--- config.mk ---
export PLATFORM = sky130hd
export DESIGN_NAME = http_request_header_tokenizer_top_flat
export DESIGN_NICKNAME = d
export VERILOG_FILES = /design/src/sv/hrt_pkg.sv /design/src/sv/hrt_in_if.sv /design/src/sv/hrt_out_if.sv /design/src/sv/http_request_header_tokenizer_top.sv /design/src/flat_wrapper.sv
export SDC_FILE = /design/constraint.sdc
export NUM_CORES = 1
export LEC_CHECK = 0
export BUFFER_PORTS_ARGS = -buffer_cell sky130_fd_sc_hd__buf_2
export CORE_MARGIN = 2
export CORE_UTILIZATION = 55
export CTS_CLUSTER_SIZE = 12
export DETAILED_ROUTE_END_ITERATION = 8
export PLACE_DENSITY = 0.79
export SLEW_MARGIN = 20
export SYNTH_ARGS = -nofsm -noshare
export SYNTH_HDL_FRONTEND = slang
export SYNTH_SLANG_ARGS = --single-unit
--- constraint.sdc ---
create_clock -name clk -period 2.6 [get_ports clk]
set_input_delay 0.13 -clock clk [delete_from_list [all_inputs] [get_ports clk]]
set_output_delay 0.13 -clock clk [all_outputs]
set_load 0.01 [all_outputs]
--- src/sv/hrt_pkg.sv ---
// ----------------------------------------------------------------------------
// hrt_pkg
// Shared types and constants for the HTTP request header tokenizer: field
// widths, parse phases, byte roles, method, version and status codes.
// ----------------------------------------------------------------------------
package hrt_pkg;

    // Field widths
    localparam int BYTE_W    = 8;
    localparam int ROLE_W    = 3;
    localparam int METHOD_W  = 4;
    localparam int VERSION_W = 2;
    localparam int STATUS_W  = 2;
    localparam int SKIP_W    = 3;
    localparam int BLM_W     = 2;

    // Parse phases, one-hot
    typedef enum logic [11:0] {
        PH_METHOD    = 12'b0000_0000_0001,
        PH_PSECOND   = 12'b0000_0000_0010,
        PH_MSKIP     = 12'b0000_0000_0100,
        PH_URL       = 12'b0000_0000_1000,
        PH_PROTOSKIP = 12'b0000_0001_0000,
        PH_VERSION   = 12'b0000_0010_0000,
        PH_EOLSKIP   = 12'b0000_0100_0000,
        PH_NAME      = 12'b0000_1000_0000,
        PH_VALUE     = 12'b0001_0000_0000,
        PH_VALUELF   = 12'b0010_0000_0000,
        PH_BODY      = 12'b0100_0000_0000,
        PH_DONE      = 12'b1000_0000_0000
    } hrt_phase_t;

    // Byte roles
    localparam logic [ROLE_W-1:0] ROLE_SKIP  = 3'd0;
    localparam logic [ROLE_W-1:0] ROLE_URL   = 3'd1;
    localparam logic [ROLE_W-1:0] ROLE_NAME  = 3'd2;
    localparam logic [ROLE_W-1:0] ROLE_VALUE = 3'd3;
    localparam logic [ROLE_W-1:0] ROLE_BODY  = 3'd4;

    // Method codes
    localparam logic [METHOD_W-1:0] M_UNKNOWN = 4'd0;
    localparam logic [METHOD_W-1:0] M_GET     = 4'd1;
    localparam logic [METHOD_W-1:0] M_OPTIONS = 4'd2;
    localparam logic [METHOD_W-1:0] M_POST    = 4'd3;
    localparam logic [METHOD_W-1:0] M_PUT     = 4'd4;
    localparam logic [METHOD_W-1:0] M_PATCH   = 4'd5;
    localparam logic [METHOD_W-1:0] M_HEAD    = 4'd6;
    localparam logic [METHOD_W-1:0] M_DELETE  = 4'd7;
    localparam logic [METHOD_W-1:0] M_CONNECT = 4'd8;
    localparam logic [METHOD_W-1:0] M_TRACE   = 4'd9;

    // Version codes
    localparam logic [VERSION_W-1:0] V_UNKNOWN = 2'd0;
    localparam logic [VERSION_W-1:0] V_HTTP10  = 2'd1;
    localparam logic [VERSION_W-1:0] V_HTTP11  = 2'd2;

    // Parse status codes
    localparam logic [STATUS_W-1:0] ST_PARSING   = 2'd0;
    localparam logic [STATUS_W-1:0] ST_COMPLETE  = 2'd1;
    localparam logic [STATUS_W-1:0] ST_NEED_MORE = 2'd2;
    localparam logic [STATUS_W-1:0] ST_PIPELINED = 2'd3;

    // Blank line tracker
    localparam logic [BLM_W-1:0] BLM_IDLE       = 2'd0;
    localparam logic [BLM_W-1:0] BLM_LINE_START = 2'd1;
    localparam logic [BLM_W-1:0] BLM_SAW_CR     = 2'd2;

    // Characters
    localparam logic [BYTE_W-1:0] CH_SPACE   = 8'h20;
    localparam logic [BYTE_W-1:0] CH_COLON   = 8'h3A;
    localparam logic [BYTE_W-1:0] CH_CR      = 8'h0D;
    localparam logic [BYTE_W-1:0] CH_LF      = 8'h0A;
    localparam logic [BYTE_W-1:0] CH_ZERO    = 8'h30;
    localparam logic [BYTE_W-1:0] CH_ONE     = 8'h31;
    localparam logic [BYTE_W-1:0] CH_UPPER_A = 8'h41;
    localparam logic [BYTE_W-1:0] CH_LOWER_A = 8'h61;
    localparam logic [BYTE_W-1:0] CH_LOWER_Z = 8'h7A;
    localparam logic [BYTE_W-1:0] CH_C       = 8'h43;
    localparam logic [BYTE_W-1:0] CH_D       = 8'h44;
    localparam logic [BYTE_W-1:0] CH_G       = 8'h47;
    localparam logic [BYTE_W-1:0] CH_H       = 8'h48;
    localparam logic [BYTE_W-1:0] CH_O       = 8'h4F;
    localparam logic [BYTE_W-1:0] CH_P       = 8'h50;
    localparam logic [BYTE_W-1:0] CH_T       = 8'h54;
    localparam logic [BYTE_W-1:0] CH_U       = 8'h55;
    localparam logic [BYTE_W-1:0] CASE_BIT   = 8'h20;

    // Remaining bytes of each method word, its space included
    localparam logic [SKIP_W-1:0] SKIP_GET     = 3'd3;
    localparam logic [SKIP_W-1:0] SKIP_OPTIONS = 3'd7;
    localparam logic [SKIP_W-1:0] SKIP_HEAD    = 3'd4;
    localparam logic [SKIP_W-1:0] SKIP_DELETE  = 3'd6;
    localparam logic [SKIP_W-1:0] SKIP_CONNECT = 3'd7;
    localparam logic [SKIP_W-1:0] SKIP_TRACE   = 3'd5;
    localparam logic [SKIP_W-1:0] SKIP_POST    = 3'd3;
    localparam logic [SKIP_W-1:0] SKIP_PUT     = 3'd2;
    localparam logic [SKIP_W-1:0] SKIP_PATCH   = 3'd4;
    // "HTTP/1." and the CR LF after the version digit
    localparam logic [SKIP_W-1:0] SKIP_PROTO   = 3'd7;
    localparam logic [SKIP_W-1:0] SKIP_EOL     = 3'd2;

    // One tagged result
    typedef struct packed {
        logic [BYTE_W-1:0]    out_byte;
        logic [ROLE_W-1:0]    byte_role;
        logic                 token_end;
        logic [METHOD_W-1:0]  method_code;
        logic [VERSION_W-1:0] version_code;
        logic [STATUS_W-1:0]  parse_status;
    } hrt_result_t;

endpackage

--- src/sv/hrt_in_if.sv ---
// ----------------------------------------------------------------------------
// hrt_in_if
// Request byte channel: valid/ready handshake carrying one byte with its
// buffer end and request start flags.
// ----------------------------------------------------------------------------
interface hrt_in_if
    import hrt_pkg::*;
();
    logic              valid;
    logic              ready;
    logic [BYTE_W-1:0] data_byte;
    logic              buffer_end;
    logic              start_request;

    modport source (output valid, output data_byte, output buffer_end,
                    output start_request, input ready);
    modport sink   (input valid, input data_byte, input buffer_end,
                    input start_request, output ready);
endinterface

--- src/sv/hrt_out_if.sv ---
// ----------------------------------------------------------------------------
// hrt_out_if
// Tagged byte channel: valid/ready handshake carrying one byte with its
// role, token end flag, held method and version, and parse status.
// ----------------------------------------------------------------------------
interface hrt_out_if
    import hrt_pkg::*;
();
    logic                 valid;
    logic                 ready;
    logic [BYTE_W-1:0]    out_byte;
    logic [ROLE_W-1:0]    byte_role;
    logic                 token_end;
    logic [METHOD_W-1:0]  method_code;
    logic [VERSION_W-1:0] version_code;
    logic [STATUS_W-1:0]  parse_status;

    modport source (output valid, output out_byte, output byte_role,
                    output token_end, output method_code, output version_code,
                    output parse_status, input ready);
    modport sink   (input valid, input out_byte, input byte_role,
                    input token_end, input method_code, input version_code,
                    input parse_status, output ready);
endinterface

--- src/sv/http_request_header_tokenizer_top.sv ---
// ----------------------------------------------------------------------------
// http_request_header_tokenizer_top
// Byte-wide HTTP/1.1 request tokenizer: decodes method and version, tags
// every byte as url, header name, header value, body or skipped.
//
//   Channel  Dir  Payload                                        Handshake
//   rx       in   data_byte, buffer_end, start_request           valid/ready
//   tx       out  out_byte, byte_role, token_end, method_code,   valid/ready
//                 version_code, parse_status
//
// One byte per cycle sustained while tx does not stall; an rx transfer
// passes the input register, then parse logic into the result register.
// The per-byte phase machine sets the rate: its update is combinational.
// Reset returns the parser to the method phase; nothing to clear afterward.
// A stall on tx holds both stages; rx is still taken while its stage is free.
// ----------------------------------------------------------------------------
module http_request_header_tokenizer_top
    import hrt_pkg::*;
(
    input  logic clk,
    input  logic rst_n,
    hrt_in_if.sink    rx,
    hrt_out_if.source tx
);

    // Input stage
    logic              in_valid_reg;
    logic [BYTE_W-1:0] in_byte_reg;
    logic              in_end_reg;
    logic              in_start_reg;

    // Result stage
    logic        out_valid_reg;
    hrt_result_t res_reg;
    hrt_result_t res_next;

    // Parser state
    hrt_phase_t           phase_reg,   phase_next;
    logic [SKIP_W-1:0]    skip_reg,    skip_next;
    logic [METHOD_W-1:0]  method_reg,  method_next;
    logic [VERSION_W-1:0] version_reg, version_next;
    logic [BLM_W-1:0]     blm_reg,     blm_next;
    logic                 vsp_reg,     vsp_next;

    logic advance;
    logic step;

    // Move the input stage forward when the result register is free
    assign advance  = !out_valid_reg || tx.ready;
    assign step     = in_valid_reg && advance;
    assign rx.ready = !in_valid_reg || advance;

    // Per-byte parse
    always_comb
    begin
        hrt_phase_t           cur_phase;
        logic [SKIP_W-1:0]    cur_skip;
        logic [METHOD_W-1:0]  cur_method;
        logic [VERSION_W-1:0] cur_version;
        logic [BLM_W-1:0]     cur_blm;
        logic                 cur_vsp;
        logic [BYTE_W-1:0]    b;
        logic [BYTE_W-1:0]    up;
        logic [BYTE_W-1:0]    ob;
        logic [ROLE_W-1:0]    role;
        logic                 tend;
        logic [STATUS_W-1:0]  status;
        logic [SKIP_W-1:0]    dec;

        // Start of request clears state before this byte
        if (in_start_reg)
        begin
            cur_phase   = PH_METHOD;
            cur_skip    = '0;
            cur_method  = M_UNKNOWN;
            cur_version = V_UNKNOWN;
            cur_blm     = BLM_IDLE;
            cur_vsp     = 1'b0;
        end
        else
        begin
            cur_phase   = phase_reg;
            cur_skip    = skip_reg;
            cur_method  = method_reg;
            cur_version = version_reg;
            cur_blm     = blm_reg;
            cur_vsp     = vsp_reg;
        end

        b      = in_byte_reg;
        up     = (b >= CH_LOWER_A && b <= CH_LOWER_Z) ? (b - CASE_BIT) : b;
        ob     = b;
        role   = ROLE_SKIP;
        tend   = 1'b0;
        status = ST_PARSING;
        dec    = cur_skip - SKIP_W'(1);

        phase_next   = cur_phase;
        skip_next    = cur_skip;
        method_next  = cur_method;
        version_next = cur_version;
        blm_next     = cur_blm;
        vsp_next     = cur_vsp;

        unique case (cur_phase)
            PH_METHOD:
            begin
                phase_next = PH_MSKIP;
                unique case (up)
                    CH_G:
                    begin
                        method_next = M_GET;
                        skip_next   = SKIP_GET;
                    end
                    CH_O:
                    begin
                        method_next = M_OPTIONS;
                        skip_next   = SKIP_OPTIONS;
                    end
                    CH_H:
                    begin
                        method_next = M_HEAD;
                        skip_next   = SKIP_HEAD;
                    end
                    CH_D:
                    begin
                        method_next = M_DELETE;
                        skip_next   = SKIP_DELETE;
                    end
                    CH_C:
                    begin
                        method_next = M_CONNECT;
                        skip_next   = SKIP_CONNECT;
                    end
                    CH_T:
                    begin
                        method_next = M_TRACE;
                        skip_next   = SKIP_TRACE;
                    end
                    CH_P:    phase_next = PH_PSECOND;
                    default: phase_next = PH_URL;
                endcase
            end
            PH_PSECOND:
            begin
                phase_next = PH_MSKIP;
                if (up == CH_O)
                begin
                    method_next = M_POST;
                    skip_next   = SKIP_POST;
                end
                else if (up == CH_U)
                begin
                    method_next = M_PUT;
                    skip_next   = SKIP_PUT;
                end
                else
                begin
                    method_next = M_PATCH;
                    skip_next   = SKIP_PATCH;
                end
            end
            PH_MSKIP:
            begin
                skip_next = dec;
                if (dec == '0)
                    phase_next = PH_URL;
            end
            PH_URL:
            begin
                if (b == CH_SPACE)
                begin
                    tend       = 1'b1;
                    skip_next  = SKIP_PROTO;
                    phase_next = PH_PROTOSKIP;
                end
                else
                    role = ROLE_URL;
            end
            PH_PROTOSKIP:
            begin
                skip_next = dec;
                if (dec == '0)
                    phase_next = PH_VERSION;
            end
            PH_VERSION:
            begin
                if (b == CH_ONE)
                    version_next = V_HTTP11;
                else if (b == CH_ZERO)
                    version_next = V_HTTP10;
                skip_next  = SKIP_EOL;
                phase_next = PH_EOLSKIP;
            end
            PH_EOLSKIP:
            begin
                skip_next = dec;
                if (dec == '0)
                begin
                    phase_next = PH_NAME;
                    blm_next   = BLM_LINE_START;
                end
            end
            PH_NAME:
            begin
                if (cur_blm == BLM_LINE_START && b == CH_CR)
                    blm_next = BLM_SAW_CR;
                else if (cur_blm == BLM_SAW_CR && b == CH_LF)
                begin
                    // Empty line: headers end
                    blm_next = BLM_IDLE;
                    if (in_end_reg)
                    begin
                        status     = ST_COMPLETE;
                        phase_next = PH_DONE;
                    end
                    else if (cur_method == M_GET || cur_method == M_HEAD)
                    begin
                        status     = ST_PIPELINED;
                        skip_next  = '0;
                        phase_next = PH_METHOD;
                    end
                    else
                        phase_next = PH_BODY;
                end
                else
                begin
                    blm_next = BLM_IDLE;
                    if (b == CH_COLON)
                    begin
                        tend       = 1'b1;
                        vsp_next   = 1'b1;
                        phase_next = PH_VALUE;
                    end
                    else
                    begin
                        role = ROLE_NAME;
                        if (b >= CH_UPPER_A)
                            ob = b | CASE_BIT;
                    end
                end
            end
            PH_VALUE:
            begin
                vsp_next = 1'b0;
                if (!(cur_vsp && b == CH_SPACE))
                begin
                    if (b == CH_CR)
                    begin
                        tend       = 1'b1;
                        phase_next = PH_VALUELF;
                    end
                    else
                        role = ROLE_VALUE;
                end
            end
            PH_VALUELF:
            begin
                phase_next = PH_NAME;
                blm_next   = BLM_LINE_START;
            end
            PH_BODY:
            begin
                role = ROLE_BODY;
                if (in_end_reg)
                begin
                    status     = ST_COMPLETE;
                    phase_next = PH_DONE;
                end
            end
            default:
            begin
                phase_next = PH_DONE;
                status     = ST_COMPLETE;
            end
        endcase

        // Flag a buffer end that leaves the request open
        if (status == ST_PARSING && in_end_reg)
            status = ST_NEED_MORE;

        res_next.out_byte     = ob;
        res_next.byte_role    = role;
        res_next.token_end    = tend;
        res_next.method_code  = method_next;
        res_next.version_code = version_next;
        res_next.parse_status = status;
    end

    // Control and parser state
    always_ff @(posedge clk or negedge rst_n)
    begin
        if (!rst_n)
        begin
            in_valid_reg  <= 1'b0;
            out_valid_reg <= 1'b0;
            phase_reg     <= PH_METHOD;
            skip_reg      <= '0;
            method_reg    <= M_UNKNOWN;
            version_reg   <= V_UNKNOWN;
            blm_reg       <= BLM_IDLE;
            vsp_reg       <= 1'b0;
        end
        else
        begin
            if (rx.ready)
                in_valid_reg <= rx.valid;
            if (advance)
                out_valid_reg <= in_valid_reg;
            if (step)
            begin
                phase_reg   <= phase_next;
                skip_reg    <= skip_next;
                method_reg  <= method_next;
                version_reg <= version_next;
                blm_reg     <= blm_next;
                vsp_reg     <= vsp_next;
            end
        end
    end

    // Payload registers
    always_ff @(posedge clk)
    begin
        if (rx.ready && rx.valid)
        begin
            in_byte_reg  <= rx.data_byte;
            in_end_reg   <= rx.buffer_end;
            in_start_reg <= rx.start_request;
        end
        if (step)
            res_reg <= res_next;
    end

    // Drive the result channel
    assign tx.valid        = out_valid_reg;
    assign tx.out_byte     = res_reg.out_byte;
    assign tx.byte_role    = res_reg.byte_role;
    assign tx.token_end    = res_reg.token_end;
    assign tx.method_code  = res_reg.method_code;
    assign tx.version_code = res_reg.version_code;
    assign tx.parse_status = res_reg.parse_status;

endmodule

--- src/flat_wrapper.sv ---
// flat-port wrapper written by rule: the top's interface ports become plain ports
module http_request_header_tokenizer_top_flat import hrt_pkg::*;
  (clk, rst_n, rx_valid, rx_data_byte, rx_buffer_end, rx_start_request, rx_ready, tx_valid, tx_out_byte, tx_byte_role, tx_token_end, tx_method_code, tx_version_code, tx_parse_status, tx_ready);
  hrt_in_if rx_i ();
  hrt_out_if tx_i ();
  input  logic clk;
  input  logic rst_n;
  input wire logic [$bits(rx_i.valid)-1:0] rx_valid;
  input wire logic [$bits(rx_i.data_byte)-1:0] rx_data_byte;
  input wire logic [$bits(rx_i.buffer_end)-1:0] rx_buffer_end;
  input wire logic [$bits(rx_i.start_request)-1:0] rx_start_request;
  output wire logic [$bits(rx_i.ready)-1:0] rx_ready;
  output wire logic [$bits(tx_i.valid)-1:0] tx_valid;
  output wire logic [$bits(tx_i.out_byte)-1:0] tx_out_byte;
  output wire logic [$bits(tx_i.byte_role)-1:0] tx_byte_role;
  output wire logic [$bits(tx_i.token_end)-1:0] tx_token_end;
  output wire logic [$bits(tx_i.method_code)-1:0] tx_method_code;
  output wire logic [$bits(tx_i.version_code)-1:0] tx_version_code;
  output wire logic [$bits(tx_i.parse_status)-1:0] tx_parse_status;
  input wire logic [$bits(tx_i.ready)-1:0] tx_ready;
  assign rx_i.valid = rx_valid;
  assign rx_i.data_byte = rx_data_byte;
  assign rx_i.buffer_end = rx_buffer_end;
  assign rx_i.start_request = rx_start_request;
  assign rx_ready = rx_i.ready;
  assign tx_valid = tx_i.valid;
  assign tx_out_byte = tx_i.out_byte;
  assign tx_byte_role = tx_i.byte_role;
  assign tx_token_end = tx_i.token_end;
  assign tx_method_code = tx_i.method_code;
  assign tx_version_code = tx_i.version_code;
  assign tx_parse_status = tx_i.parse_status;
  assign tx_i.ready = tx_ready;
  http_request_header_tokenizer_top u_core (.clk(clk), .rst_n(rst_n), .rx(rx_i), .tx(tx_i));
endmodule
==> impl_metrics.toml <==
[critical_path]
crit_path_end_kind = "flop"
startpoint_type = "flop"
crit_type = "flop to flop"
path_max_fanout = 11
rrSetupSlack_ns = 0.13
arrival_ns = 2.67
critPathRequiredTime_ns = 2.80

[synthesis]
synthDistinctLibCells = 74
avgSynthCellArea_sq_um = 9.61
ys_ff_latch = 56
ys_seq_area_share_pct = 44.9
synth_top_family_by_area = "simple AND/OR/NAND/NOR gates"
ys_warn_count = 0
synth_area_sq_um = 3460
synth-adder-area-share_pct = 1.45
ys.flop_type = "edfxtp_1"
async_flop_share_pct = 46.4
synthMuxAreaShare_pct = 0.615
synth-compound-area-share_pct = 19.1
synth-edff-count = 30
synth-simple-area-share_pct = 27.9
synth_xor_xnor_area_share_pct = 1.27
synth_nets = 378
synth_cells = 360

[timing]
rsz0062_at_grt = "false"
max_freq_mhz = 404
skew_ns = 0.00686
setup_violations = 0
tightest_slew_ns = 0.837
hold_violations = 0
finalCritPeriodShare_pct = 95.2
slew_viol_final = 0
fin_crit_ns = 2.47
tns_ns = 0
maxSlewHeadroom_pct = 43.6

[die]
rows = 28
start_util_pct = 57.8
dieArea_sq_um = 6940
die_h_microns = 83.3
die_w_microns = 83.3
io_pins = 36
core_sq_um = 5990

[route]
via_per_inst = 6.36
antenna_left = 0
wirelength_microns = 8750
vias = 3106
wl_met3_microns = 704
wl_met1_microns = 3660
drc = 0
dr_wl_met2_microns = 4210
initialDrtViolationCount = 324
dr.pass1.iters = 5
top_layer_used = "met4"
wire_per_inst_microns = 17.9

[place]
dp_hpwl_microns = 6390
place_area_sq_um = 3750
io_buffers = 35
gp_congestion = 0.929

[global_route]
grt_usage_pct = 25.6
grt_max_degree = 27
antenna_found_initial = 0
gr-total-overflow = 0
grt_pass1_vias = 2886
grt_pass1_wl_microns = 14200

[finish]
largest_reg_flops = 12
drive_above_1_share_pct = 20.3
antenna-diode-count = 0
stdcell_area_sq_um = 3960
syn2layout_area_growth_pct = 14.3
nNetsFinal = 430

[pwr]
vdd_drop_max_mv = 0.297
p_leak_nw = 1.55
power_density_nw_per_um2 = 517

[clock_network]
ctsRootBufferMaster = "clkbuf_8"
clk_pin_slew_ns = 0.11
clock_path_buffers = 2
clk_latency_ns = 0.32
htreeDepth = 2
cts_buffers = 5
clock-sinks = 56
cts_tree = "yes"
cts_resized = 0

[worst_hold_path]
min_path_type = "input port to flop"

[flow_run]
maxCapViolCount = 0

[outcome]
outcome = "finished, final reports clean"
power breakdown:
part           internal (W)  switching (W)
sequential          0.00102      0.0000700
combinational      0.000179       0.000262
clock              0.000199       0.000319
stage by stage:
step                power, W  setup slack (ns)  hold slack [ns]  std cells  util (%)
detailed placement   0.00153             0.196            0.187        469      62.6
global route         0.00214           0.00682           0.0215        488      66.0
CTS                  0.00205             0.165           0.0239        488      66.0
floorplan            0.00138             0.325           -0.166        360         -
finish               0.00205             0.126           0.0262        488      66.0
global placement     0.00151             0.175            0.177        469      62.6
worst paths after layout:
kind                                      from                  end  depth (start not counted)
max                        u_core.in_start_reg  u_core.phase_reg[4]                          8
min                                   rx_valid  u_core.in_valid_reg                          2
max reg2reg                u_core.in_start_reg  u_core.phase_reg[4]                          8
min reg2reg                u_core.in_valid_reg      u_core.tx.valid                          1
max in group asynchronous                rst_n   u_core.skip_reg[0]                          2
min in group asynchronous                rst_n       u_core.vsp_reg                          2
cell families (layout without fill, tap and decap cells):
family,after synthesis,count (layout)
xor+xnor,5,5
mux,2,2
buf+inv,30,83
compound gates,100,100
simple gates,163,163
fa+ha+maj,4,4
flops,56,56
cells in the final DEF, fill, tap and decap left out, types with 9 or more instances in the layout:
cell	instances
a21oi_1	14
nand4_1	10
nand2b_1	14
o21ai_0	38
nand3_1	13
nand2_1	34
buf_2	35
edfxtp_1	30
nor2_1	30
inv_1	9
buf_4	20
dlygate4sd3_1	11
dfrtp_1	25
nor3b_1	10
area by class of cell:
type / instances / area, sq um
Tap cell: 75 / 93.8
Sequential cell: 56 / 1550
Inverter: 9 / 33.8
Clock buffer: 5 / 68.8
Clock inverter: 3 / 27.5
Fill cell: 487 / 2030
Timing Repair Buffer: 66 / 435
Multi-Input combinational cell: 274 / 1740
critical path, stage by stage (launching register included):
cell and delay, ns:
edfxtp_1 0.59, buf_4 0.26, nor3b_1 0.25, nand3_2 0.20
nor4b_1 0.21, a2111oi_0 0.46, buf_4 0.20, and2_1 0.12
o31ai_1 0.07
cell usage after synthesis, drive strengths merged (3+ instances only):
cell	count	area share (%)
o21ai	41	6.0
nand2	35	4.0
edfxtp	30	26
nor2	30	3.3
dfrtp	25	18
nand3	15	2.5
a21oi	14	2.0
nand2b	14	2.5
buf	13	2.9
nand4	10	1.8
nor3	10	2.7
nor3b	10	2.2
inv	9	0.98
a31oi	8	1.9
clkbuf	8	0.87
and3	6	1.1
nor2b	6	1.1
and2	5	0.98
ha	4	1.4
a2111oi	3	0.76
a211oi	3	0.65
and4	3	0.80
nor4b	3	0.76
o31ai	3	0.65
or2	3	0.54
xor2	3	0.76
per-layer routing:
metal / up-vias / global-route usage [%]
li1: 1446 / -
met3: 18 / 4.47
met2: 165 / 41.6
met4: 0 / 9.09
met1: 1477 / 34.6
met5: - / 0
what timing repair did:
| item | 4_1_cts | 5_1_grt |
|---|---|---|
| buffers inserted | 0 | 0 |
| hold buffers | 11 | 0 |
| hold endpoints to repair | 35 | 0 |
(Power assumes the default switching activity.)
